[config.mk]
export PLATFORM = sky130hd
export DESIGN_NAME = vgs_front
export DESIGN_NICKNAME = d
export VERILOG_FILES = /design/src/vgs_pkg.sv /design/src/vgs_front.sv
export SDC_FILE = /design/constraint.sdc
export NUM_CORES = 1
export LEC_CHECK = 0
export CAP_MARGIN = 10
export CORE_MARGIN = 5
export CORE_UTILIZATION = 37
export DETAILED_ROUTE_END_ITERATION = 12
export DONT_BUFFER_PORTS = 1
export GPL_ROUTABILITY_DRIVEN = 0
export GPL_TIMING_DRIVEN = 0
export PLACE_DENSITY = 0.58
export SLEW_MARGIN = 20
export SYNTH_ARGS = -nofsm -noshare
export SYNTH_HDL_FRONTEND = slang
export SYNTH_SLANG_ARGS = --single-unit
[constraint.sdc]
create_clock -name i_clk -period 16.75 [get_ports i_clk]
set_input_delay 0.8375 -clock i_clk [delete_from_list [all_inputs] [get_ports i_clk]]
set_output_delay 0.8375 -clock i_clk [all_outputs]
set_load 0.02 [all_outputs]
[src/vgs_pkg.sv]
// Package for the voxel grid sampler: sizes, field types and helpers.
// Used by every module under src.
package vgs_pkg;
    localparam int DEPTH_X = 32;
    localparam int DEPTH_Y = 32;
    localparam int DEPTH_Z = 32;
    localparam int XW = $clog2(DEPTH_X);
    localparam int YW = $clog2(DEPTH_Y);
    localparam int ZW = $clog2(DEPTH_Z);
    localparam int AW = XW + YW + ZW;
    localparam int DEPTH = DEPTH_X * DEPTH_Y * DEPTH_Z;
    localparam int QDEPTH = 4;

    localparam logic OP_LOAD  = 1'b0;
    localparam logic OP_QUERY = 1'b1;

    localparam logic [2:0] REG_ORG_X = 3'd0;
    localparam logic [2:0] REG_ORG_Y = 3'd1;
    localparam logic [2:0] REG_ORG_Z = 3'd2;
    localparam logic [2:0] REG_INV   = 3'd3;
    localparam logic [2:0] REG_LEN_X = 3'd4;
    localparam logic [2:0] REG_LEN_Y = 3'd5;
    localparam logic [2:0] REG_LEN_Z = 3'd6;
    localparam logic [2:0] REG_MODE  = 3'd7;

    // Classified work handed from front to back
    typedef struct packed {
        logic          is_load;
        logic          trilin;
        logic          valid;
        logic [XW-1:0] ix;
        logic [YW-1:0] iy;
        logic [ZW-1:0] iz;
        logic [7:0]    wx;
        logic [7:0]    wy;
        logic [7:0]    wz;
        logic [15:0]   measure;
    } t_job;

    function automatic logic [AW-1:0] vaddr(logic [XW-1:0] x, logic [YW-1:0] y,
                                            logic [ZW-1:0] z);
        return {x, y, z};
    endfunction
endpackage

[src/vgs_front.sv]
// Front part: quantizes one axis per cycle and classifies the item.
// Depends on vgs_pkg.
module vgs_front import vgs_pkg::*; (
    input  logic        i_clk,
    input  logic        i_rst_n,
    input  logic        i_valid,
    output logic        o_ready,
    input  logic        i_op,
    input  logic [15:0] i_cx,
    input  logic [15:0] i_cy,
    input  logic [15:0] i_cz,
    input  logic [15:0] i_measure,
    input  logic [15:0] i_org_x,
    input  logic [15:0] i_org_y,
    input  logic [15:0] i_org_z,
    input  logic [15:0] i_inv,
    input  logic [5:0]  i_len_x,
    input  logic [5:0]  i_len_y,
    input  logic [5:0]  i_len_z,
    input  logic        i_mode,
    output logic        o_job_valid,
    input  logic        i_job_ready,
    output t_job        o_job
);
    localparam logic [2:0] S_IDLE = 3'd0;
    localparam logic [2:0] S_AX   = 3'd1;
    localparam logic [2:0] S_OUT  = 3'd4;

    logic [2:0]  r_st, n_st;
    logic [1:0]  r_axis;
    logic [15:0] r_c [3];
    logic        r_op;
    logic [15:0] r_meas;
    logic        r_ok;
    logic [8:0]  r_idx [3];
    logic [7:0]  r_w [3];

    logic signed [16:0] diff;
    logic signed [34:0] t;
    logic [15:0] org;
    logic [5:0]  len;
    logic [8:0]  ext, lim;
    logic        trilin;
    logic        ax_ok;

    assign trilin = (r_op == OP_QUERY) && i_mode;

    // Pick axis operands
    always_comb begin
        unique case (r_axis)
            2'd0:    begin org = i_org_x; len = i_len_x; end
            2'd1:    begin org = i_org_y; len = i_len_y; end
            default: begin org = i_org_z; len = i_len_z; end
        endcase
    end

    localparam logic [8:0] DXL = 9'(DEPTH_X);
    localparam logic [8:0] DYL = 9'(DEPTH_Y);
    localparam logic [8:0] DZL = 9'(DEPTH_Z);

    // Quantize the current axis
    always_comb begin
        logic [8:0] dep;
        unique case (r_axis)
            2'd0:    dep = DXL;
            2'd1:    dep = DYL;
            default: dep = DZL;
        endcase
        diff = 17'(signed'(r_c[r_axis])) - 17'(signed'(org));
        t = 35'(diff) * 35'(signed'({1'b0, i_inv})) + 35'sd131072;
        ext = ({3'd0, len} < dep) ? {3'd0, len} : dep;
        lim = trilin ? 9'(t[34:18] + 17'd1) : 9'(t[34:18]);
        ax_ok = !t[34] && (t[34:26] == 9'd0 || (t[33:18] < 16'(ext)))
                && (t[33:26] == 8'd0) && (lim < ext);
    end

    assign o_ready = (r_st == S_IDLE);
    assign o_job_valid = (r_st == S_OUT);

    always_comb begin
        o_job.is_load = (r_op == OP_LOAD);
        o_job.trilin  = trilin;
        o_job.valid   = r_ok;
        o_job.ix      = r_idx[0][XW-1:0];
        o_job.iy      = r_idx[1][YW-1:0];
        o_job.iz      = r_idx[2][ZW-1:0];
        o_job.wx      = r_w[0];
        o_job.wy      = r_w[1];
        o_job.wz      = r_w[2];
        o_job.measure = r_meas;
    end

    // Sequence the axes
    always_comb begin
        n_st = r_st;
        unique case (r_st)
            S_IDLE:  if (i_valid) n_st = S_AX;
            S_AX:    if (r_axis == 2'd2) n_st = S_OUT;
            S_OUT:   if (i_job_ready) n_st = S_IDLE;
            default: n_st = S_IDLE;
        endcase
    end

    always_ff @(posedge i_clk) begin
        if (!i_rst_n) begin
            r_st   <= S_IDLE;
            r_axis <= 2'd0;
        end else begin
            r_st <= n_st;
            if (r_st == S_IDLE) r_axis <= 2'd0;
            else if (r_st == S_AX) r_axis <= r_axis + 2'd1;
        end
    end

    // Capture the item and the per-axis results
    always_ff @(posedge i_clk) begin
        if (r_st == S_IDLE && i_valid) begin
            r_c[0] <= i_cx;
            r_c[1] <= i_cy;
            r_c[2] <= i_cz;
            r_op   <= i_op;
            r_meas <= i_measure;
            r_ok   <= 1'b1;
        end else if (r_st == S_AX) begin
            r_idx[r_axis] <= 9'(t[34:18]);
            r_w[r_axis]   <= t[17:10];
            r_ok          <= r_ok & ax_ok;
        end
    end
endmodule

Word level (Yosys, flattened, before mapping)
Memory sizes are Yosys's and may differ from the RTL's. A register that Yosys moved wholly into a read port is not among the register bits.
Index checks and enable logic that the tools add are counted.

storage, ports and cells
  register bits = 23
  latch bits = 0
  bits in writable memories = 99
  memory bits (read-only) = 0
  output and inout bits = 60
  word-level logic and storage cells = 54
  memories kept = 3

cells by class
  add/sub/neg operators = 4
  multiply operators = 1
  div/mod/pow operators = 0
  magnitude comparators = 3
  equal/unequal tests = 7
  shift-type cells = 0
  muxes and demuxes = 15
  bitwise gates (word level) = 3
  reductions and logical operators = 13

memories
  name   words  bits a word  read ports  clocked after memory_dff  write ports  RTL line         source
  r_c    3      16           1           1                         3            vgs_front.sv:31  logic [15:0] r_c [3];
  r_idx  3      9            3           0                         1            vgs_front.sv:35  logic [8:0] r_idx [3];
  r_w    3      8            3           0                         1            vgs_front.sv:36  logic [7:0] r_w [3];

operators with widths
  operator                  count
  $add A34 B19 Y35 const B  1
  $mul A17 B17 Y34          1
  $pmux W16 S2              1
  $sub A16 B16 Y17          1
  $lt A16 B6 Y1             1
  $pmux W6 S2               1
  $add A9 B1 Y9 const B     1
  $logic_not A9 Y1          1
  $lt A9 B6 Y1              1
  $mux W3                   3
  $mux W9                   1
  $pmux W3 S3               1
  $logic_not A8 Y1          1
  $lt A6 B6 Y1 const B      1
  $mux W6                   1
  $logic_and A1 B1 Y1       5
  $mux W1                   5
  $mux W2                   2
  $ne A2 B2 Y1 const B      2
  $eq A3 B1 Y1 const B      1
  $eq A3 B3 Y1 const B      1
  $logic_not A3 Y1          1
  $reduce_and A3 Y1         1
  $add A2 B1 Y2 const B     1
  9 further kinds           10

Logic depth before layout (Yosys ltp)
Gate-level depths: netlist (run 1).

  depth in word-level cells = 11
  depth in mapped cells = 49
  depth with buffers taken out = 47

Worst setup path before layout (run 1)
OpenSTA, ideal clock, no wires.

  kind = reg2reg
  from = reg r_axis[0]
  to = reg r_ok
  library setup time = 0.096 ns
  arrival time = 10.061 ns
  required time = 16.654 ns
  slack = 6.593 ns
  cell stages (with the launch flop) = 47
  buffers on the path = 3
  cell sequence = dfxtp_1 -> inv_1 -> ha_1 -> nor2_1 -> clkbuf_1 -> nand2_1 -> nand2_1 -> ha_1 -> inv_1 -> fa_1 -> a21o_1 -> a21oi_1 -> o21ai_0 -> a21oi_1 -> o21ai_0 -> a211oi_1 -> o21ai_0 -> a2111o_1 -> (+11 left out) -> inv_1 -> ha_1 -> buf_2 -> and3_1 -> nand2_1 -> o31ai_2 -> xor2_1 -> ha_1 -> and3_1 -> nand2_1 -> xnor2_1 -> ha_1 -> a21o_1 -> nand2_1 -> nand4b_1 -> nor4_1 -> nand3_1 -> o41ai_2

on the way
  word-level cells in the longest chain between the ends = 11

ends and longest elaborated chain
  element                                                RTL line          source
  start: declaration                                     vgs_front.sv:30   logic [1:0] r_axis;
  start signal: assignment                               vgs_front.sv:111  else if (r_st == S_AX) r_axis <= r_axis + 2'd1;
  $eq A2 B1 Y1 or $logic_not A2 Y1 (tied branches)       vgs_front.sv:50   unique case (r_axis)
  $pmux W16 S2 (*)                                       vgs_front.sv:50
  $sub A16 B16 Y17 (*)                                   vgs_front.sv:69   diff = 17'(signed'(r_c[r_axis])) - 17'(signed'(org));
  $mul A17 B17 Y34 (*)                                   vgs_front.sv:70   t = 35'(diff) * 35'(signed'({1'b0, i_inv})) + 35'sd131072;
  $add A34 B19 Y35 (*)                                   vgs_front.sv:70
  via t[19]                                              vgs_front.sv:39   logic signed [34:0] t;
  branches (longest 4 deep; another with $add A9 B1 Y9)  -
  $logic_and A1 B1 Y1 (*)                                vgs_front.sv:74   && (t[33:26] == 8'd0) && (lim < ext);
  $and A1 B1 Y1 (*)                                      vgs_front.sv:127  r_ok <= r_ok & ax_ok;
  end signal: assignment                                 vgs_front.sv:127
  end: declaration                                       vgs_front.sv:34   logic r_ok;

Mark *: on every way through the listed nets, which the timed path passes.
A chain may end at the register's enable or synchronous reset.

==> flow_summary.json, run 1 <==
{
  "layout-drive-gt1-share": 0.0232,
  "layout_setup_ws_ps": 4150,
  "yosysSeqAreaShare": 0.197,
  "dp_hpwl_um": 37500,
  "drtPass1Iterations": 5,
  "grt_start_max_net_pins": 54,
  "rows": 77,
  "port_buffers": 0,
  "cp_slowest_cell": "o21ai_0",
  "synthDominantCellAreaShare": 0.341,
  "hold_depth": 2,
  "wl_um": 44700,
  "fillCellCount": 4421,
  "r2r_cells": 42,
  "cap_violations": 0,
  "hold_violations": 0,
  "async_flop_share": 0,
  "drtAntennaViolNets": 0,
  "clock_latency_ps": 370,
  "netlist_area_um2": 16600,
  "path_clk_slew_ps": 80,
  "tns_ps": 0,
  "max_stage_delay_ps": 640,
  "clockRootBuffer": "clkbuf_16",
  "yosys-top-cells-area": "fa_1 34%, edfxtp_1 19%, ha_1 9.3%, inv_1 8.2%, and2_1 6.1%",
  "maxSlewViolCount": 0,
  "cp-end-kind": "flop",
  "fp.coreArea_um2": 44300,
  "rsz0062_at_grt": "false",
  "htreeDepth": 3,
  "synthCells": 1709,
  "routedWlPerCell_um": 19.3,
  "syn-num-nets": 2268,
  "area_growth_pct": 6.68,
  "r2r_setup_slack_ps": 4150,
  "cp.required_ps": 17030,
  "period_needed_ps": 12600,
  "yosysWarnings": 0,
  "cts_tree": "done",
  "multi_input_area_um2": 11700,
  "grt_util_all_layers": 0.181,
  "synthFlopType": "edfxtp_1",
  "yosysUniqueCellTypes": 63,
  "die_y_um": 222,
  "slew_headroom": 0.265,
  "vias": 11700,
  "via_per_inst": 5.06,
  "final_nets": 2280,
  "antenna_found_initial": 3,
  "post-place-ws_ps": 4210,
  "dieArea_um2": 49200,
  "cts_buffer_depth": 2,
  "start_kind": "flop",
  "cts.repair.resized": 0,
  "cts_hold_buffers": 0,
  "grt_pass1_vias": 12500,
  "layout_common_cells": "361 x inv_1, 283 x fa_1, 197 x nand2_1, 160 x and2_1, 124 x ha_1",
  "setup_viol": 0,
  "tightest_slew_ps": 1090,
  "hold_path_startpoint": "r_axis[0]",
  "synth_seq_cells": 111,
  "synth_largest_area_cell": "fa_1",
  "min_to": "r_axis[0]",
  "hold_path_class": "reg -> reg",
  "fin_util": 0.399,
  "drc_errors": 0,
  "r2r_end": "r_ok",
  "register_area_um2": 3260,
  "cp.arrival_ps": 12880,
  "path_max_fanout": 10,
  "fin_crit_sh": 0.752,
  "die_x_um": 222,
  "fmax_mhz": 79.3,
  "grt_pass1_wl_um": 70200,
  "numCtsBuffers": 9,
  "status": "finished, final reports clean",
  "cp_common_cell": "fa_1",
  "post-cts-setup-buffer-count": 0,
  "drt-initial-drc-count": 650,
  "synth_edf_count": 104,
  "grt_overflow_total": 0,
  "path_class": "reg -> reg",
  "initial_utilization": 0.374,
  "avgSynthCellArea_um2": 9.71,
  "skew_ps": 13.1,
  "io_pins": 212,
  "cts.sinks": 111,
  "final_common_cell": "inv_1"
}
==> worst max-delay path by stage <==
stage / start / to / slack (ps) / depth (start not counted)
after floorplan: r_axis[0] / r_ok / 6590 / 46
after global placement: flop / r_ok / 4340 / 42
after detailed placement: flop / r_ok / 4210 / 42
after CTS: flop / r_ok / 4150 / 42
after global routing: flop / r_ok / 3320 / 42
final: flop / r_ok / 4150 / 42
==> registers in the layout (all words and copies together), names as in the netlist, named ones only <==
signal / count
r_meas: 16
r_ok: 1
r_w: 24
r_op: 1
r_c: 48
r_axis: 2
r_st: 2
r_idx: 15
==> critical path, delay by kind of cell, from the launching register on <==
family                   cells  cell delay [ps]
adder cells (fa/ha/maj)     10             4270
flip-flops                   1              320
XOR/XNOR                     2              630
AND/OR/NAND/NOR             10             1460
multiplexers                 1              150
buffers and inverters        7             1910
AO/OA/AOI/OAI               12             3770
==> synthesized netlist by cell type, drive strengths merged, types with 7 or more instances <==
cell type and number:
a22oi 7, nor2b 33, xor2 17, a22o 17, dfxtp 7, and2 161, nand2 197, xnor2 28
nand3 8, mux2i 17, fa 283, inv 361, clkbuf 72, o21ai 50, ha 124, a21o 10
nand4 19, edfxtp 104, o211ai 9, nor2 31, buf 9, a21oi 58, o211a 8
==> layout make-up <==
| type | count | share of cell area |
|---|---|---|
| Multi-Input combinational cell | 1156 | 0.659 |
| Antenna cell | 2 | 0.000283 |
| Clock buffer | 9 | 0.0127 |
| Timing Repair Buffer | 1 | 0.00155 |
| Tap cell | 592 | 0.0418 |
| Buffer | 81 | 0.0178 |
| Inverter | 361 | 0.0765 |
| Sequential cell | 111 | 0.184 |
| Clock inverter | 7 | 0.00608 |
==> routing by layer <==
metal	vias up	routed length [um]	GRT usage
met3	53	2850	0.0371
met5	-	0	0
li1	5371	-	-
met4	0	838	0.0362
met1	5968	18900	0.244
met2	343	22100	0.305
==> cell families after synthesis <==
group | Yosys count | share of synthesized area
and+or+nand+nor | 483 | 0.149
buffers and inverters | 442 | 0.101
adders and majority gates | 407 | 0.435
AOI/OAI and AO/OA | 203 | 0.0840
DFF | 111 | 0.197
xor gates and xnor gates | 45 | 0.0237
muxes | 18 | 0.0109
==> per-stage QoR <==
step | cells | cell area [um^2] | hold WS (ps)
final | 2320 | 17700 | 542
after global routing | 2318 | 17700 | 527
after CTS | 2318 | 17700 | 537
after detailed placement | 2302 | 17400 | 528
after global placement | 2301 | 17300 | 522
after floorplan | 1709 | 16600 | 474
Power of run 1 is not shown: default switching activity piles up to over one toggle a cycle in this logic, so the estimate is an artifact.
==> run 2, diff against run 1 <==
--- a/config.mk
+++ b/config.mk
@@ -12,7 +12,7 @@
 export DONT_BUFFER_PORTS = 1
 export GPL_ROUTABILITY_DRIVEN = 0
 export GPL_TIMING_DRIVEN = 0
-export PLACE_DENSITY = 0.58
+export PLACE_DENSITY = 0.6
 export SLEW_MARGIN = 20
 export SYNTH_ARGS = -nofsm -noshare
 export SYNTH_HDL_FRONTEND = slang
==> constraint.sdc (replaced) <==
create_clock -name i_clk -period 11.5 [get_ports i_clk]
set_input_delay 0.575 -clock i_clk [delete_from_list [all_inputs] [get_ports i_clk]]
set_output_delay 0.575 -clock i_clk [all_outputs]
set_load 0.02 [all_outputs]
==> run 2 against run 1 <==
Global-route usage fell by 0.11 points. Core utilization grew 0.59 points. Final area up 1.5%. Sequential cell count unchanged. Die area did not move. Cell count rose by 0.39%. Setup slack got worse by 3600 ps. Register-to-register slack got worse by 3600 ps.
==> flow_summary.json, run 2 (synthesized netlist as in run 1, its figures left out) <==
{
  "die_x_um": 222,
  "layout_setup_ws_ps": 559,
  "reg_top3": "r_c (48), r_w (24), r_meas (16)",
  "largest_register_ffs": 48,
  "final_nets": 2288,
  "maxSlewViolCount": 0,
  "period_needed_ps": 10940,
  "stdcell_area_um2": 18000,
  "cts_buffer_depth": 2,
  "post-place-ws_ps": -1150,
  "fmax_mhz": 91.4,
  "path_class": "reg -> reg",
  "dieArea_um2": 49200,
  "rows": 77,
  "fillCellCount": 4379,
  "fp.coreArea_um2": 44300,
  "busiest_layer": "met2",
  "grt_util_all_layers": 0.180,
  "hold_violations": 0,
  "status": "finished, final reports clean",
  "area_growth_pct": 8.25,
  "cp-end-kind": "flop",
  "hold_path_class": "in -> reg",
  "final_common_cell": "inv_1",
  "path_clk_slew_ps": 80,
  "layout-drive-gt1-share": 0.0479,
  "tightest_slew_ps": 972,
  "htreeDepth": 3,
  "drtPass1Iterations": 5,
  "cp.required_ps": 11780,
  "top_register": "r_c",
  "die_y_um": 222,
  "clockRootBuffer": "clkbuf_16",
  "cp_slowest_cell": "fa_1",
  "vias": 11800,
  "routedWlPerCell_um": 19.0,
  "io_pins": 212,
  "path_max_fanout": 10,
  "clock_latency_ps": 370,
  "gr-usage-met1": 0.234,
  "grtUsageMet2": 0.297,
  "numCtsBuffers": 9,
  "max_stage_delay_ps": 550,
  "antenna_found_initial": 5,
  "cp_common_cell": "fa_1",
  "start_kind": "flop",
  "initial_utilization": 0.374,
  "grt_pass1_wl_um": 69400,
  "tns_ps": 0,
  "place_area_um2": 17400,
  "skew_ps": 13.6,
  "cap_violations": 0,
  "cts.sinks": 111,
  "holdWs_ps": 292,
  "grtUsageMet3": 0.0500,
  "drt-initial-drc-count": 825,
  "grt_pass1_vias": 12400,
  "fin_crit_sh": 0.951,
  "dp_hpwl_um": 37200,
  "layout_common_cells": "361 x inv_1, 283 x fa_1, 197 x nand2_1, 160 x and2_1, 123 x ha_1",
  "wl_um": 44200,
  "port_buffers": 0,
  "cp.arrival_ps": 11220,
  "drc_errors": 0,
  "grt_start_max_net_pins": 63,
  "slew_headroom": 0.350,
  "via_per_inst": 5.06,
  "grt_overflow_total": 0,
  "drtAntennaViolNets": 0,
  "cts_tree": "done",
  "setup_viol": 0
}
[run 2: cell count changes in the layout (fill, tap and decap cells not counted), sizes merged]
cell           previous run  this run
clkinvlp                  0         1
diode                     2         3
bufinv                    1         0
inv                     364       363
clkbuf                   81        78
clkdlybuf4s15             0         1
buf                      10        20
clkinv                    3         4
[run 2: final timing paths]
path                                     from    endpoint  slack, ps  cells past startpoint
worst min register to register      r_axis[1]        flop        540                      2
worst max-delay path                r_axis[0]        r_ok        560                     47
worst min-delay path            i_measure[11]  r_meas[11]        290                      0
worst max register to register      r_axis[0]        r_ok        560                     47
[run 2: worst max-delay path, delay by kind of cell, from the launching register on]
family / cells / cell delay [ps]
DFF: 1 / 390
buffers and inverters: 9 / 1100
xor gates and xnor gates: 2 / 370
and+or+nand+nor: 10 / 1340
adders and majority gates: 11 / 4530
AOI/OAI and AO/OA: 15 / 3110
[run 2: metrics by stage]
stage,cells,util
after CTS,2318,0.401
final,2329,0.405
after global placement,2301,0.391
after detailed placement,2302,0.392
after floorplan,1709,-
after global routing,2326,0.405
[run 2: final cells by class]
class,count,area [um^2],share of cell area
Inverter,361,1360,0.0754
Tap cell,592,741,0.0412
Clock inverter,7,85.1,0.00474
Sequential cell,111,3260,0.182
Antenna cell,3,7.51,0.000418
Clock buffer,9,225,0.0125
Timing Repair Buffer,10,124,0.00690
Buffer,80,337,0.0187
Multi-Input combinational cell,1156,11800,0.658
[run 2: what timing repair did]
action	in CTS	in global routing
endpoints found under the setup margin	1	1
hold buffers	0	0
endpoints found under the hold margin	0	0
gates resized for setup	19	40
gates cloned	0	1
setup buffers	1	7
pin swaps	1	6
[run 2: per-layer routing]
| layer | share of wire | vias up |
|---|---|---|
| met5 | 0.00090 | - |
| met4 | 0.025 | 6 |
| met1 | 0.41 | 5974 |
| li1 | - | 5384 |
| met3 | 0.080 | 67 |
| met2 | 0.48 | 365 |
Power of run 2 is left out for the same reason.
