**config.mk**
```make
export PLATFORM = sky130hd
export DESIGN_NAME = vgs_queue
export DESIGN_NICKNAME = d
export VERILOG_FILES = /design/src/vgs_pkg.sv /design/src/vgs_queue.sv
export SDC_FILE = /design/constraint.sdc
export NUM_CORES = 1
export LEC_CHECK = 0
export BUFFER_PORTS_ARGS = -buffer_cell sky130_fd_sc_hd__buf_2
export CORE_MARGIN = 2
export CORE_UTILIZATION = 35
export DETAILED_ROUTE_END_ITERATION = 12
export GPL_TIMING_DRIVEN = 1
export SLEW_MARGIN = 20
export SYNTH_ARGS = -nofsm -noshare
export SYNTH_HDL_FRONTEND = slang
export SYNTH_SLANG_ARGS = --single-unit
```
**constraint.sdc**
```tcl
create_clock -name i_clk -period 3.17 [get_ports i_clk]
set_input_delay 0.1585 -clock i_clk [delete_from_list [all_inputs] [get_ports i_clk]]
set_output_delay 0.1585 -clock i_clk [all_outputs]
set_load 0.01 [all_outputs]
```
**src/vgs_pkg.sv**
```systemverilog
// Package for the voxel grid sampler: sizes, field types and helpers.
// Used by every module under src.
package vgs_pkg;
    localparam int DEPTH_X = 32;
    localparam int DEPTH_Y = 32;
    localparam int DEPTH_Z = 32;
    localparam int XW = $clog2(DEPTH_X);
    localparam int YW = $clog2(DEPTH_Y);
    localparam int ZW = $clog2(DEPTH_Z);
    localparam int AW = XW + YW + ZW;
    localparam int DEPTH = DEPTH_X * DEPTH_Y * DEPTH_Z;
    localparam int QDEPTH = 4;

    localparam logic OP_LOAD  = 1'b0;
    localparam logic OP_QUERY = 1'b1;

    localparam logic [2:0] REG_ORG_X = 3'd0;
    localparam logic [2:0] REG_ORG_Y = 3'd1;
    localparam logic [2:0] REG_ORG_Z = 3'd2;
    localparam logic [2:0] REG_INV   = 3'd3;
    localparam logic [2:0] REG_LEN_X = 3'd4;
    localparam logic [2:0] REG_LEN_Y = 3'd5;
    localparam logic [2:0] REG_LEN_Z = 3'd6;
    localparam logic [2:0] REG_MODE  = 3'd7;

    // Classified work handed from front to back
    typedef struct packed {
        logic          is_load;
        logic          trilin;
        logic          valid;
        logic [XW-1:0] ix;
        logic [YW-1:0] iy;
        logic [ZW-1:0] iz;
        logic [7:0]    wx;
        logic [7:0]    wy;
        logic [7:0]    wz;
        logic [15:0]   measure;
    } t_job;

    function automatic logic [AW-1:0] vaddr(logic [XW-1:0] x, logic [YW-1:0] y,
                                            logic [ZW-1:0] z);
        return {x, y, z};
    endfunction
endpackage

```
**src/vgs_queue.sv**
```systemverilog
// Short job queue between front and back parts.
// Depends on vgs_pkg.
module vgs_queue import vgs_pkg::*; (
    input  logic i_clk,
    input  logic i_rst_n,
    input  logic i_valid,
    output logic o_ready,
    input  t_job i_job,
    output logic o_valid,
    input  logic i_ready,
    output t_job o_job
);
    localparam int PW = $clog2(QDEPTH);
    t_job          r_mem [QDEPTH];
    logic [PW-1:0] r_wp, r_rp;
    logic [PW:0]   r_cnt;
    logic          push, pop;

    assign o_ready = (r_cnt != (PW+1)'(QDEPTH));
    assign o_valid = (r_cnt != '0);
    assign o_job   = r_mem[r_rp];
    assign push    = i_valid && o_ready;
    assign pop     = o_valid && i_ready;

    // Advance pointers and count
    always_ff @(posedge i_clk) begin
        if (!i_rst_n) begin
            r_wp  <= '0;
            r_rp  <= '0;
            r_cnt <= '0;
        end else begin
            if (push) r_wp <= r_wp + 1'b1;
            if (pop)  r_rp <= r_rp + 1'b1;
            r_cnt <= r_cnt + (PW+1)'(push) - (PW+1)'(pop);
        end
    end

    always_ff @(posedge i_clk) begin
        if (push) r_mem[r_wp] <= i_job;
    end
endmodule

```
Word level (Yosys, flattened, before mapping). Memories as Yosys holds them, arrays and structs flattened. A register that Yosys moved wholly into a read port is not among the register bits. Index checks and enable logic that the tools add are counted.

Equal/unequal tests: 1. Add/sub/neg operators: 4. Muxes and demuxes: 4. Reductions and logical operators: 3.

Operator list (count): adder 2 x 1 -> 2 bit (second input constant) (2); 2-to-1 mux 2 bit (2); adder 3 x 1 -> 3 bit (1); inequality test 3 bit (second input constant) (1); nonzero test 3 bit (1); subtractor 3 x 1 -> 3 bit (1); logical AND 1 bit (2); 2-to-1 mux 1 bit (2).

Bits in registers: 7. Output and inout bits: 60. RAM bits: 232. Memories kept: 1.

Memory list: r_mem (depth 4, bits a word 58, read ports 1, clocked after Yosys merged registers in 1, write ports 1, line vgs_queue.sv:14) `t_job r_mem [QDEPTH];`.

Depth between registers and ports, before layout. Gate-level depths: netlist (run 1).

Depth after elaboration: 4. Gate-level depth with buffers: 11. Depth with buffers taken out: 11.

Worst setup path before layout (run 1). No wires, ideal clock.

Path type: reg-to-reg. Start: register r_cnt[1]. End: memory r_mem[0][0] in the netlist's numbering (enable). Cell stages (with the launch flop): 4. Arrival time: 2.300 ns. Slack: 0.448 ns. Library setup time: 0.422 ns. Required time: 2.748 ns. Path through: dfxtp_1 > nor2_1 > a21boi_1 > and2_1.

Longest elaborated chain between the ends: 4.

Ends and longest elaborated chain: start, declared (line vgs_queue.sv:16) `logic [PW:0] r_cnt;`; start signal, assigned (line vgs_queue.sv:34) `r_cnt <= r_cnt + (PW+1)'(push) - (PW+1)'(pop);`; inequality test 3 bit (line vgs_queue.sv:19) `assign o_ready = (r_cnt != (PW+1)'(QDEPTH));`; logical AND 1 bit (line vgs_queue.sv:22) `assign push = i_valid && o_ready;`; 2-to-1 mux 1 bit (line vgs_queue.sv:39) `if (push) r_mem[r_wp] <= i_job;`; 2-to-1 mux 1 bit (not written as such) (line vgs_queue.sv:39); end, declared (line vgs_queue.sv:14).

Every way passes these cells.

Worst setup path in the final report (run 1).
Start: register r_cnt[1]. End: register r_cnt[2].

Longest elaborated chain between the ends: 4.

Ends and longest elaborated chain (line): inequality test 3 bit (vgs_queue.sv:19); logical AND 1 bit (vgs_queue.sv:22); adder 3 x 1 -> 3 bit (vgs_queue.sv:34); subtractor 3 x 1 -> 3 bit * (vgs_queue.sv:34).

Mark *: on every way between the ends. The rest lies on a longest branch, timed or not. A chain may end at the register's enable or synchronous reset.

==> results of run 1 <==
kinds of logic (layout without fill, tap and decap cells):
family          count (synthesis)  in the layout  share of synthesized area, %
mux                            60             60                          15.0
buf+inv                        19            238                          1.61
xor+xnor                        4              4                         0.395
compound gates                  3              3                         0.282
other cells                     0              1                             0
fa+ha+maj                       7              7                          1.07
flops                         241            241                          80.6
simple gates                   17             17                          1.03
final timing paths:
check | from | to | slack [ns] | cells past startpoint
setup / recovery | r_cnt[1]$_SDFF_PN0_ | r_cnt[2]$_SDFF_PN0_ | 0.71 | 12
hold / removal | i_ready | flip-flop | 0.14 | 4
hold reg to reg | r_wp[0]$_SDFFE_PN0P_ | r_wp[0]$_SDFFE_PN0P_ | 0.51 | 2
setup reg to reg | r_cnt[1]$_SDFF_PN0_ | r_cnt[2]$_SDFF_PN0_ | 0.71 | 12
critical path, stage by stage, from the launching register on:
cell	delay, ns
sky130_fd_sc_hd__dfxtp_1	0.46
sky130_fd_sc_hd__nor2_1	0.11
sky130_fd_sc_hd__a21boi_1	0.18
sky130_fd_sc_hd__buf_4	0.18
sky130_fd_sc_hd__inv_1	0.05
sky130_fd_sc_hd__ha_1	0.28
sky130_fd_sc_hd__inv_1	0.06
sky130_fd_sc_hd__ha_1	0.13
sky130_fd_sc_hd__inv_1	0.05
sky130_fd_sc_hd__fa_1	0.38
sky130_fd_sc_hd__xnor2_1	0.22
sky130_fd_sc_hd__xnor2_1	0.09
sky130_fd_sc_hd__and2_1	0.16
per-layer routing:
layer / global-route usage (%) / wire length (um)
met2: 22.1 / 8480
met5: 0 / 0
met4: 3.06 / 274
met1: 15.9 / 7130
met3: 3.15 / 907
state kept, by name, summed over array words and instances, names as in the netlist, named ones only:
signal  count
r_mem     232
r_wp        2
r_rp        2
r_cnt       3
power by group through the flow:
| stage | clock network, mW | registers, mW | logic, mW |
|---|---|---|---|
| after floorplan | 0 | 4.01 | 1.28 |
| after global placement | 0 | 4.11 | 1.78 |
| after detailed placement | 0 | 4.15 | 1.81 |
| after CTS | 3.07 | 4.08 | 1.87 |
| after global routing | 3.20 | 4.11 | 1.98 |
| final | 2.98 | 4.07 | 1.81 |
layout make-up:
cell class | count | area [um^2]
clock buffer | 30 | 664
clock inverter | 16 | 183
tap | 330 | 413
antenna | 1 | 2.50
multi-input combinational | 91 | 1580
timing repair buffer | 187 | 1310
fill | 2121 | 13700
inverter | 5 | 18.8
sequential | 241 | 7150
cells in the final DEF, fill, tap and decap left out, types with 2 or more instances in the layout:
cell type and instances:
sky130_fd_sc_hd__and2_1 3, sky130_fd_sc_hd__and2_4 4, sky130_fd_sc_hd__buf_12 5, sky130_fd_sc_hd__buf_2 121, sky130_fd_sc_hd__buf_4 2, sky130_fd_sc_hd__bufinv_16 4, sky130_fd_sc_hd__clkbuf_1 3, sky130_fd_sc_hd__clkbuf_16 25
sky130_fd_sc_hd__clkbuf_8 2, sky130_fd_sc_hd__clkinv_1 3, sky130_fd_sc_hd__clkinv_2 7, sky130_fd_sc_hd__dfxtp_1 7, sky130_fd_sc_hd__dfxtp_4 2, sky130_fd_sc_hd__dlygate4sd3_1 59, sky130_fd_sc_hd__edfxtp_1 232, sky130_fd_sc_hd__ha_1 6
sky130_fd_sc_hd__inv_1 5, sky130_fd_sc_hd__mux2i_1 2, sky130_fd_sc_hd__mux4_2 58, sky130_fd_sc_hd__nand2_1 5, sky130_fd_sc_hd__nor2b_1 3, sky130_fd_sc_hd__xnor2_1 4
stage by stage:
step	utilization (%)	area, um^2
after floorplan	-	8860
after global placement	39.5	9890
after detailed placement	39.5	9890
after CTS	45.2	11300
after global routing	45.3	11300
final	45.3	11300
==> insert_results.sql, run 1 <==
INSERT INTO impl_metrics (metric_group, metric, value, unit) VALUES
('logic_synthesis', 'synth_nets', '420', ''),
('timing', 'worstMarginPinSlew', '0.938', 'ns'),
('timing', 'finalCriticalPeriod', '2.46', 'ns'),
('placement', 'post_dp_hpwl', '9880', 'um'),
('worst_setup_path', 'setup.worst_path.class', 'flip-flop to flip-flop', ''),
('cts', 'post_cts.repair.setup_buffers', '0', ''),
('logic_synthesis', 'synthMostInstantiatedCell', 'sky130_fd_sc_hd__edfxtp_1', ''),
('timing', 'period_share', '77.6', '%'),
('die', 'die_width', '163', 'um'),
('power', 'power.density', '782', 'nW/um^2'),
('layout', 'layout_cell_share_with_drive_strength_beyond_1', '40.7', '%'),
('timing', 'grt_setup_unrepaired', 'false', ''),
('worst_setup_path', 'setup.worst_path.end_class', 'flip-flop', ''),
('logic_synthesis', 'syn_area', '8860', 'um^2'),
('placement', 'portBuffers', '121', ''),
('timing', 'layout_setup_ws', '0.709', 'ns'),
('run_status', 'run_status', 'finished, final reports clean', ''),
('timing', 'totalNegativeSetupSlack', '0', 'ns'),
('logic_synthesis', 'syn_inst', '351', ''),
('die', 'starting_density', '35.4', '%'),
('cts', 'numCtsBuffers', '25', ''),
('timing', 'fmaxAchievable', '0.406', 'GHz'),
('logic_synthesis', 'synthFlopType', 'sky130_fd_sc_hd__edfxtp_1', ''),
('logic_synthesis', 'syn_area_per_cell', '25.2', 'um^2'),
('grt', 'wire_length_of_the_first_global_routing_pass', '25600', 'um'),
('routing', 'drt_iter0_drc', '214', ''),
('cts', 'clkTransAtPathRegs', '0.06', 'ns'),
('die', 'core_area', '25000', 'um^2'),
('die', 'io-pin-count', '122', ''),
('timing', 'hold_violations', '0', ''),
('flow_run', 'max_cap_viol_count', '0', ''),
('power', 'power.share.combinational', '20.5', '%'),
('routing', 'drt-wirelength-per-cell', '18.6', 'um'),
('cts', 'clk_root_buf', 'sky130_fd_sc_hd__clkbuf_16', ''),
('power', 'pint', '6.62', 'mW'),
('power', 'clockPowerShare', '33.6', '%'),
('logic_synthesis', 'synth_cell_types', '22', ''),
('logic_synthesis', 'synth_sequential_area_ratio', '80.6', '%'),
('cts', 'cts-resized-gates', '0', ''),
('layout', 'final_net_count', '620', ''),
('timing', 'layout_skew', '0.0141', 'ns'),
('grt', 'antenna_found_initial', '1', ''),
('grt', 'grt_overflow', '0', ''),
('cts', 'cts_hold_repair.buffers', '59', ''),
('power', 'total_power', '8.86', 'mW'),
('worst_setup_path', 'crit_fanout', '7', ''),
('cts', 'cts_buffer_depth', '3', ''),
('layout', 'finish.cell_count_without_fillers', '901', ''),
('cts', 'tritoncts_clock_tree', 'built', ''),
('die', 'floorplan.die_area', '26600', 'um^2'),
('logic_synthesis', 'yosys_register_bits', '241', ''),
('power', 'switching_share', '25.3', '%'),
('cts', 'clkLatencyLatePin', '0.52', 'ns'),
('routing', 'detail_route.first_pass.iterations', '4', ''),
('timing', 'worst_slew_margin_rel', '37.5', '%'),
('placement', 'numPlacedInstances', '795', ''),
('cts', 'cts_htree_levels', '1', ''),
('worst_setup_path', 'worstPathRequired', '3.58', 'ns'),
('worst_setup_path', 'cp.arrival', '2.87', 'ns'),
('logic_synthesis', 'synth.top_cell.area_share', '78.6', '%'),
('placement', 'place.gp.congestion', '0.673', ''),
('grt', 'grt.total_usage', '12.7', '%'),
('min_path', 'hold_path_class', 'input pin to flip-flop', ''),
('logic_synthesis', 'ys_top_cells_by_count', 'sky130_fd_sc_hd__edfxtp_1, sky130_fd_sc_hd__mux4_2, sky130_fd_sc_hd__dfxtp_1, sky130_fd_sc_hd__and2_1, sky130_fd_sc_hd__ha_1', ''),
('cts', 'cts_num_sinks', '241', ''),
('die', 'die_h', '163', 'um'),
('routing', 'via_total_after_detailed_routing', '4165', ''),
('power', 'worst_ir_drop_vdd', '0.000332', 'V'),
('power', 'p_leak', '3.84', 'nW'),
('logic_synthesis', 'synth_async_sr_flop_share', '0', '%'),
('logic_synthesis', 'yosys-top-cells-area', 'sky130_fd_sc_hd__edfxtp_1, sky130_fd_sc_hd__mux4_2, sky130_fd_sc_hd__dfxtp_1', '');
No activity file was read; power rests on OpenSTA's default activity.
==> run 2, diff against run 1 <==
- ABC_AREA: default -> 1
- clock period: 3.17 -> 2.14 ns (I/O delays scaled with it)
==> run 2 against run 1 <==
Effect of this change:
- worst setup slack worse by 0.57 ns
- critical path depth down 6
- die area up 3.1%
- critical endpoint is now o_job[27]
==> insert_results.sql, run 2 <==
INSERT INTO impl_metrics (metric_group, metric, value, unit) VALUES
('placement', 'placedInstanceArea', '10200', 'um^2'),
('grt', 'grt_pass1_vias', '5271', ''),
('worst_setup_path', 'cp.arrival', '1.89', 'ns'),
('layout', 'final_area', '11700', 'um^2'),
('layout', 'registers_with_the_highest_flip_flop_counts', 'r_mem (232), r_cnt (3)', ''),
('layout', 'layout.cells.most_common_list', 'sky130_fd_sc_hd__edfxtp_1, sky130_fd_sc_hd__buf_2, sky130_fd_sc_hd__nor2_1, sky130_fd_sc_hd__o21ai_0, sky130_fd_sc_hd__dlygate4sd3_1', ''),
('die', 'die_h', '166', 'um'),
('worst_setup_path', 'worstSetupStartpointType', 'flip-flop', ''),
('layout', 'multiInputGateArea', '1700', 'um^2'),
('power', 'seqPwrFrac', '44.1', '%'),
('cts', 'cts_buffer_depth', '3', ''),
('timing', 'layout_skew', '0.0155', 'ns'),
('worst_setup_path', 'critical_path.cell_chain', 'buf_12 > inv_16 > buf_12 > o21ai_0 > o22ai_1 > buf_2', ''),
('die', 'starting_density', '35.4', '%'),
('timing', 'worst_slew_margin_rel', '78.7', '%'),
('worst_setup_path', 'cp_num_buf_inv', '4', ''),
('die', 'die_width', '166', 'um'),
('layout', 'finish.cell_count_without_fillers', '1175', ''),
('grt', 'antenna_found_initial', '1', ''),
('logic_synthesis', 'synth_async_sr_flop_share', '0', '%'),
('routing', 'via_total_after_detailed_routing', '5596', ''),
('worst_setup_path', 'worst_r2r_path_depth', '10', ''),
('timing', 'setup_viol', '0', ''),
('routing', 'drt_iter0_drc', '476', ''),
('min_path', 'hold_path_class', 'input pin to flip-flop', ''),
('layout', 'layout_cell_share_with_drive_strength_beyond_1', '24.1', '%'),
('power', 'p_leak', '4.15', 'nW'),
('grt', 'grt_overflow', '0', ''),
('logic_synthesis', 'yosys_warnings', '0', ''),
('logic_synthesis', 'syn_area_per_cell', '14.6', 'um^2'),
('logic_synthesis', 'synth_sequential_area_ratio', '78.1', '%'),
('logic_synthesis', 'yosys_register_bits', '241', ''),
('worst_setup_path', 'setup.worst_path.class', 'flip-flop to output port', ''),
('placement', 'numPlacedInstances', '1064', ''),
('worst_setup_path', 'worst_path_dominant_cell_family', 'buffers and inverters', ''),
('logic_synthesis', 'synth.top_cell.area_share', '76.2', '%'),
('worst_setup_path', 'critical_path.slowest_cell', 'sky130_fd_sc_hd__dfxtp_4', ''),
('layout', 'utilization', '45.2', '%'),
('placement', 'post_dp_hpwl', '11500', 'um'),
('worst_setup_path', 'worstPathRequired', '2.03', 'ns'),
('power', 'switching_share', '28.7', '%'),
('routing', 'drt-wirelength-per-cell', '16.7', 'um'),
('timing', 'worstMarginPinSlew', '0.320', 'ns'),
('min_path', 'worst_hold_path.num_cells', '2', ''),
('worst_setup_path', 'crit_fanout', '53', ''),
('timing', 'grt_setup_unrepaired', 'false', ''),
('logic_synthesis', 'synthMostInstantiatedCell', 'sky130_fd_sc_hd__edfxtp_1', ''),
('logic_synthesis', 'syn_inst', '626', ''),
('die', 'floorplan.die_area', '27400', 'um^2'),
('power', 'clockPowerShare', '32.1', '%'),
('layout', 'max_flop_register', 'r_mem', ''),
('timing', 'slew_violations', '0', ''),
('cts', 'clk_root_buf', 'sky130_fd_sc_hd__clkbuf_16', ''),
('power', 'power.share.combinational', '23.8', '%'),
('timing', 'period_share', '93.5', '%'),
('grt', 'largest_net_degree_at_the_start_of_global_routing', '65', ''),
('routing', 'finalWirelength', '19600', 'um'),
('min_path', 'min-delay-start', 'i_job[13]', ''),
('timing', 'totalNegativeSetupSlack', '0', 'ns'),
('power', 'total_switching_power', '3.83', 'mW'),
('logic_synthesis', 'synth-edff-count', '232', ''),
('timing', 'hold_violations', '0', ''),
('placement', 'place.gp.congestion', '0.745', ''),
('power', 'worst_ir_drop_vdd', '0.000486', 'V'),
('worst_setup_path', 'setup.worst_path.end_class', 'output port', ''),
('timing', 'holdWs', '0.354', 'ns'),
('cts', 'clkLatencyLatePin', '0.51', 'ns'),
('power', 'total_power', '13.3', 'mW'),
('power', 'power.density', '1140', 'nW/um^2'),
('die', 'io-pin-count', '122', ''),
('logic_synthesis', 'synth_cell_types', '26', ''),
('cts', 'cts_num_sinks', '241', ''),
('logic_synthesis', 'yosys-top-cells-area', 'sky130_fd_sc_hd__edfxtp_1, sky130_fd_sc_hd__o21ai_0, sky130_fd_sc_hd__nor2_1', ''),
('placement', 'portBuffers', '121', ''),
('logic_synthesis', 'synth_nets', '695', ''),
('timing', 'finalCriticalPeriod', '2.00', 'ns'),
('layout', 'largest_reg_flops', '232', ''),
('grt', 'wire_length_of_the_first_global_routing_pass', '30400', 'um'),
('placement', 'dp_slack', '0.144', 'ns'),
('die', 'row_count', '59', ''),
('cts', 'numCtsBuffers', '25', ''),
('cts', 'clkTransAtPathRegs', '0.07', 'ns'),
('power', 'pint', '9.52', 'mW'),
('layout', 'layout_commonest_cell', 'sky130_fd_sc_hd__edfxtp_1', ''),
('worst_setup_path', 'crit-reg2reg-launch', 'r_cnt[1]$_SDFF_PN0_', ''),
('flow_run', 'max_cap_viol_count', '0', ''),
('logic_synthesis', 'syn_area', '9150', 'um^2'),
('run_status', 'run_status', 'finished, final reports clean', ''),
('layout', 'regArea', '7150', 'um^2'),
('timing', 'fmaxAchievable', '0.500', 'GHz'),
('timing', 'layout_setup_ws', '0.140', 'ns'),
('layout', 'nFillCells', '2325', ''),
('routing', 'final_antenna_net_count', '0', ''),
('worst_setup_path', 'r2r-end', 'r_cnt[2]$_SDFF_PN0_', ''),
('min_path', 'hold_path_end', 'r_mem[3][13]$_DFFE_PP_', ''),
('routing', 'remaining_routing_drc_violations', '0', ''),
('routing', 'detail_route.first_pass.iterations', '4', ''),
('routing', 'route.detailed.vias_per_inst', '4.76', ''),
('logic_synthesis', 'ys_top_cells_by_count', 'sky130_fd_sc_hd__edfxtp_1, sky130_fd_sc_hd__nor2_1, sky130_fd_sc_hd__o21ai_0, sky130_fd_sc_hd__o22ai_1, sky130_fd_sc_hd__inv_1', ''),
('worst_setup_path', 'r2r_setup_slack', '0.19', 'ns'),
('cts', 'tritoncts_clock_tree', 'built', ''),
('grt', 'grt.total_usage', '13.8', '%'),
('logic_synthesis', 'synthFlopType', 'sky130_fd_sc_hd__edfxtp_1', ''),
('worst_setup_path', 'crit_top_cell', 'sky130_fd_sc_hd__buf_12', ''),
('die', 'core_area', '25800', 'um^2'),
('cts', 'cts_htree_levels', '1', ''),
('layout', 'final_net_count', '890', ''),
('logic_synthesis', 'yosys.area.top_type', 'sky130_fd_sc_hd__edfxtp_1', ''),
('worst_setup_path', 'timing.critical_path.slowest_cell_delay', '0.38', 'ns'),
('layout', 'area_growth_syn_to_layout', '27.8', '%');
## run 2: changes by cell type after synthesis, sizes merged, moves of 3 or more
cell / before / now
a21oi: 0 / 4
and2: 7 / 0
buf: 13 / 18
clkbuf: 1 / 19
inv: 5 / 16
mux4: 58 / 0
nand2: 5 / 13
nand3: 0 / 3
nor2: 1 / 128
nor2b: 3 / 0
o21ai: 0 / 117
o22ai: 0 / 58
xnor2: 4 / 0
## run 2: logic make-up (layout without fill, tap and decap cells)
| logic type | count (synthesis) | in the layout | synth area share, % |
|---|---|---|---|
| adder cells (fa/ha/maj) | 7 | 7 | 1.04 |
| AND/OR/NAND/NOR | 144 | 144 | 6.22 |
| flip-flops | 241 | 241 | 78.1 |
| buffers and inverters | 53 | 266 | 3.72 |
| AO/OA/AOI/OAI | 181 | 181 | 10.9 |
| other | 0 | 1 | 0 |
## run 2: final cells by class
class	instances	share of cell area [%]
clock buffer	29	5.48
tap	335	3.59
clock inverter	16	1.54
timing repair buffer	205	13.0
inverter	16	0.653
antenna	1	0.0214
sequential	241	61.2
multi-input combinational	332	14.5
## run 2: worst max-delay path by stage
| stage | from | end | slack, ns | cells past startpoint |
|---|---|---|---|---|
| 6_report | flip-flop | o_job[27] | 0.14 | 6 |
| 5_1_grt | flip-flop | o_job[55] | 0.04 | 5 |
| 4_1_cts | flip-flop | o_job[55] | 0.03 | 4 |
| 3_5_place_dp | r_cnt[1]$_SDFF_PN0_ | r_cnt[2]$_SDFF_PN0_ | 0.14 | 10 |
| 3_3_place_gp | r_cnt[1]$_SDFF_PN0_ | r_cnt[2]$_SDFF_PN0_ | 0.20 | 10 |
| 2_1_floorplan | r_cnt[1]$_SDFF_PN0_ | r_mem[0][0]$_DFFE_PP_ | 0.01 | 4 |
## run 2: repair_timing
action,4_1_cts,5_1_grt
buffers inserted,1,3
hold endpoints to repair,241,0
endpoints found under the setup margin,19,10
hold buffers,61,0
resized for setup,2,8
## run 2: power groups by stage
stage	Combinational [mW]	Clock, mW	Sequential [mW]
after floorplan	1.88	0	5.95
after global placement	2.95	0	6.02
after detailed placement	2.99	0	6.03
after CTS	3.13	4.39	5.92
after global routing	3.51	4.58	5.93
final	3.17	4.29	5.89
## run 2: per-layer routing
metal | share of wire, % | track usage [%] | routed length, um | vias up
li1 | - | - | - | 2727
met1 | 47 | 19.5 | 9260 | 2732
met2 | 47 | 22.3 | 9120 | 121
met3 | 5.2 | 3.20 | 1020 | 16
met4 | 1.1 | 2.42 | 212 | 0
met5 | 0 | 0 | 0 | -
## run 2: worst reg2reg max path, stage by stage, from the launching register on
cell and delay [ns]:
sky130_fd_sc_hd__dfxtp_1 0.35, sky130_fd_sc_hd__nor2_1 0.21, sky130_fd_sc_hd__nand2_2 0.15, sky130_fd_sc_hd__nand2_4 0.09, sky130_fd_sc_hd__ha_1 0.23, sky130_fd_sc_hd__inv_1 0.06
sky130_fd_sc_hd__ha_1 0.13, sky130_fd_sc_hd__inv_1 0.05, sky130_fd_sc_hd__fa_1 0.37, sky130_fd_sc_hd__o21ai_0 0.17, sky130_fd_sc_hd__nor2_1 0.05
==> run 3, diff against run 2 <==
- REMOVE_ABC_BUFFERS: default -> 1
==> run 3 against run 2 <==
Effect of this change:
- routed wire length is 1.5% lower
- core utilization is 0.62 points lower
- sequential share of layout area up 0.83 points
- worst hold slack worse by 0.0038 ns
==> insert_results.sql, run 3 (synthesis results as in run 2) <==
INSERT INTO impl_metrics (metric_group, metric, value, unit) VALUES
('grt', 'grt_pass1_vias', '5486', ''),
('routing', 'final_antenna_net_count', '0', ''),
('routing', 'remaining_routing_drc_violations', '0', ''),
('grt', 'grt_overflow', '0', ''),
('min_path', 'hold_path_class', 'input pin to flip-flop', ''),
('cts', 'clkLatencyLatePin', '0.51', 'ns'),
('die', 'starting_density', '35.4', '%'),
('worst_setup_path', 'path_depth', '5', ''),
('cts', 'cts_buffer_depth', '3', ''),
('cts', 'clkTransAtPathRegs', '0.06', 'ns'),
('worst_setup_path', 'critical_path.cell_chain', 'inv_8 > buf_12 > o21ai_0 > o22ai_1 > buf_2', ''),
('timing', 'period_share', '93.9', '%'),
('timing', 'holdWs', '0.351', 'ns'),
('timing', 'setup_viol', '0', ''),
('worst_setup_path', 'timing.critical_path.slowest_cell_delay', '0.42', 'ns'),
('worst_setup_path', 'worst_path_dominant_cell_family', 'buffers and inverters', ''),
('power', 'total_switching_power', '3.77', 'mW'),
('grt', 'wire_length_of_the_first_global_routing_pass', '29800', 'um'),
('die', 'io-pin-count', '122', ''),
('layout', 'layout.cells.most_common_list', 'sky130_fd_sc_hd__edfxtp_1, sky130_fd_sc_hd__buf_2, sky130_fd_sc_hd__nor2_1, sky130_fd_sc_hd__o21ai_0, sky130_fd_sc_hd__dlygate4sd3_1', ''),
('cts', 'numCtsBuffers', '24', ''),
('power', 'worst_ir_drop_vdd', '0.000575', 'V'),
('grt', 'grt_use_met3', '2.99', '%'),
('layout', 'registers_with_the_highest_flip_flop_counts', 'r_mem (232), r_cnt (3)', ''),
('power', 'power.density', '1120', 'nW/um^2'),
('cts', 'cts_htree_levels', '1', ''),
('timing', 'worstMarginPinSlew', '0.379', 'ns'),
('timing', 'grt_setup_unrepaired', 'false', ''),
('power', 'seqPwrFrac', '46.0', '%'),
('worst_setup_path', 'setup.worst_path.end_class', 'output port', ''),
('timing', 'hold_violations', '0', ''),
('cts', 'cts_num_sinks', '241', ''),
('routing', 'route.detailed.vias_per_inst', '4.77', ''),
('grt', 'largest_net_degree_at_the_start_of_global_routing', '73', ''),
('die', 'die_h', '166', 'um'),
('layout', 'max_flop_register', 'r_mem', ''),
('routing', 'drt_iter0_drc', '404', ''),
('layout', 'layout_commonest_cell', 'sky130_fd_sc_hd__edfxtp_1', ''),
('placement', 'dp_slack', '0.163', 'ns'),
('worst_setup_path', 'critical_path.slowest_cell', 'sky130_fd_sc_hd__dfxtp_4', ''),
('grt', 'grt.total_usage', '13.6', '%'),
('layout', 'area_growth_syn_to_layout', '26.0', '%'),
('die', 'floorplan.die_area', '27400', 'um^2'),
('timing', 'slew_violations', '0', ''),
('timing', 'fmaxAchievable', '0.498', 'GHz'),
('die', 'row_count', '59', ''),
('power', 'pint', '9.09', 'mW'),
('power', 'clockPowerShare', '30.6', '%'),
('grt', 'gr-max-usage-layer', 'met2', ''),
('layout', 'final_net_count', '882', ''),
('cts', 'tritoncts_clock_tree', 'built', ''),
('power', 'switching_share', '29.3', '%'),
('flow_run', 'max_cap_viol_count', '0', ''),
('worst_setup_path', 'worst_r2r_path_depth', '10', ''),
('die', 'die_width', '166', 'um'),
('layout', 'largest_reg_flops', '232', ''),
('worst_setup_path', 'worstSetupStartpointType', 'flip-flop', ''),
('power', 'power.share.combinational', '23.5', '%'),
('cts', 'clk_root_buf', 'sky130_fd_sc_hd__clkbuf_16', ''),
('worst_setup_path', 'crit_fanout', '39', ''),
('grt', 'global_route_met1_usage', '17.7', '%'),
('routing', 'drt-wirelength-per-cell', '16.5', 'um'),
('routing', 'finalWirelength', '19300', 'um'),
('worst_setup_path', 'worstPathRequired', '2.03', 'ns'),
('layout', 'layout_cell_share_with_drive_strength_beyond_1', '23.1', '%'),
('worst_setup_path', 'setup.worst_path.class', 'flip-flop to output port', ''),
('worst_setup_path', 'cp.arrival', '1.90', 'ns'),
('placement', 'place.gp.congestion', '0.708', ''),
('worst_setup_path', 'r2r_setup_slack', '0.19', 'ns'),
('timing', 'layout_skew', '0.0109', 'ns'),
('run_status', 'run_status', 'finished, final reports clean', ''),
('worst_setup_path', 'cp_num_buf_inv', '3', ''),
('timing', 'layout_setup_ws', '0.131', 'ns'),
('placement', 'portBuffers', '121', ''),
('power', 'p_leak', '4.06', 'nW'),
('placement', 'post_dp_hpwl', '10600', 'um'),
('grt', 'grt_util_met2', '23.2', '%'),
('grt', 'antenna_found_initial', '2', ''),
('routing', 'detail_route.first_pass.iterations', '4', ''),
('timing', 'worst_slew_margin_rel', '74.7', '%'),
('routing', 'via_total_after_detailed_routing', '5572', ''),
('min_path', 'worst_hold_path.num_cells', '2', ''),
('die', 'core_area', '25800', 'um^2'),
('timing', 'finalCriticalPeriod', '2.01', 'ns');
==> run 3: path summary, 6_finish.rpt <==
check	from	endpoint
setup / recovery	flip-flop	o_job[18]
hold / removal	i_job[29]	r_mem[2][29]$_DFFE_PP_
setup reg to reg	r_cnt[1]$_SDFF_PN0_	r_cnt[2]$_SDFF_PN0_
hold reg to reg	r_rp[0]$_SDFFE_PN0P_	r_rp[0]$_SDFFE_PN0P_
==> run 3: per-layer routing <==
metal,wire length (um),vias up
met1,8630,2712
met4,367,0
met5,0,-
li1,-,2710
met2,9340,119
met3,984,31
==> run 3: worst register-to-register path, stage by stage (launching register included) <==
cell                      delay [ns]
sky130_fd_sc_hd__dfxtp_1        0.35
sky130_fd_sc_hd__nor2_1         0.21
sky130_fd_sc_hd__nand2_2        0.12
sky130_fd_sc_hd__nand2_1        0.10
sky130_fd_sc_hd__ha_1           0.23
sky130_fd_sc_hd__inv_1          0.06
sky130_fd_sc_hd__ha_1           0.13
sky130_fd_sc_hd__inv_1          0.05
sky130_fd_sc_hd__fa_1           0.37
sky130_fd_sc_hd__o21ai_0        0.18
sky130_fd_sc_hd__nor2_1         0.05
==> run 3: power groups by stage <==
| stage | combinational, mW | sequential (mW) | clock (mW) |
|---|---|---|---|
| final | 3.02 | 5.91 | 3.93 |
| after global routing | 3.38 | 5.96 | 4.20 |
| after CTS | 3.05 | 5.93 | 4.02 |
| after detailed placement | 2.95 | 6.02 | 0 |
| after global placement | 2.93 | 6.01 | 0 |
| after floorplan | 1.48 | 6.12 | 0 |
==> run 3: area by class of cell <==
class	instances	area, um^2
timing repair buffer	198	1450
clock inverter	14	100
sequential	241	7150
fill	2303	14300
antenna	2	5.00
inverter	16	67.6
tap	335	419
multi-input combinational	332	1690
clock buffer	30	644
==> run 3: metrics by stage <==
step	cells	utilization, %	power (mW)	TNS (ns)	area [um^2]
2_1_floorplan	589	-	7.60	-425.51	8870
3_3_place_gp	1060	39.2	8.94	0	10100
3_5_place_dp	1060	39.2	8.97	0	10100
4_1_cts	1165	44.5	13.0	0	11500
5_1_grt	1166	44.6	13.5	0	11500
6_report	1168	44.6	12.9	0	11500
==> run 3: what timing repair did <==
item	4_1_cts	5_1_grt
hold buffers	61	0
setup endpoints to repair	56	21
hold endpoints to repair	241	0
buffers inserted	0	1
resized for setup	4	3
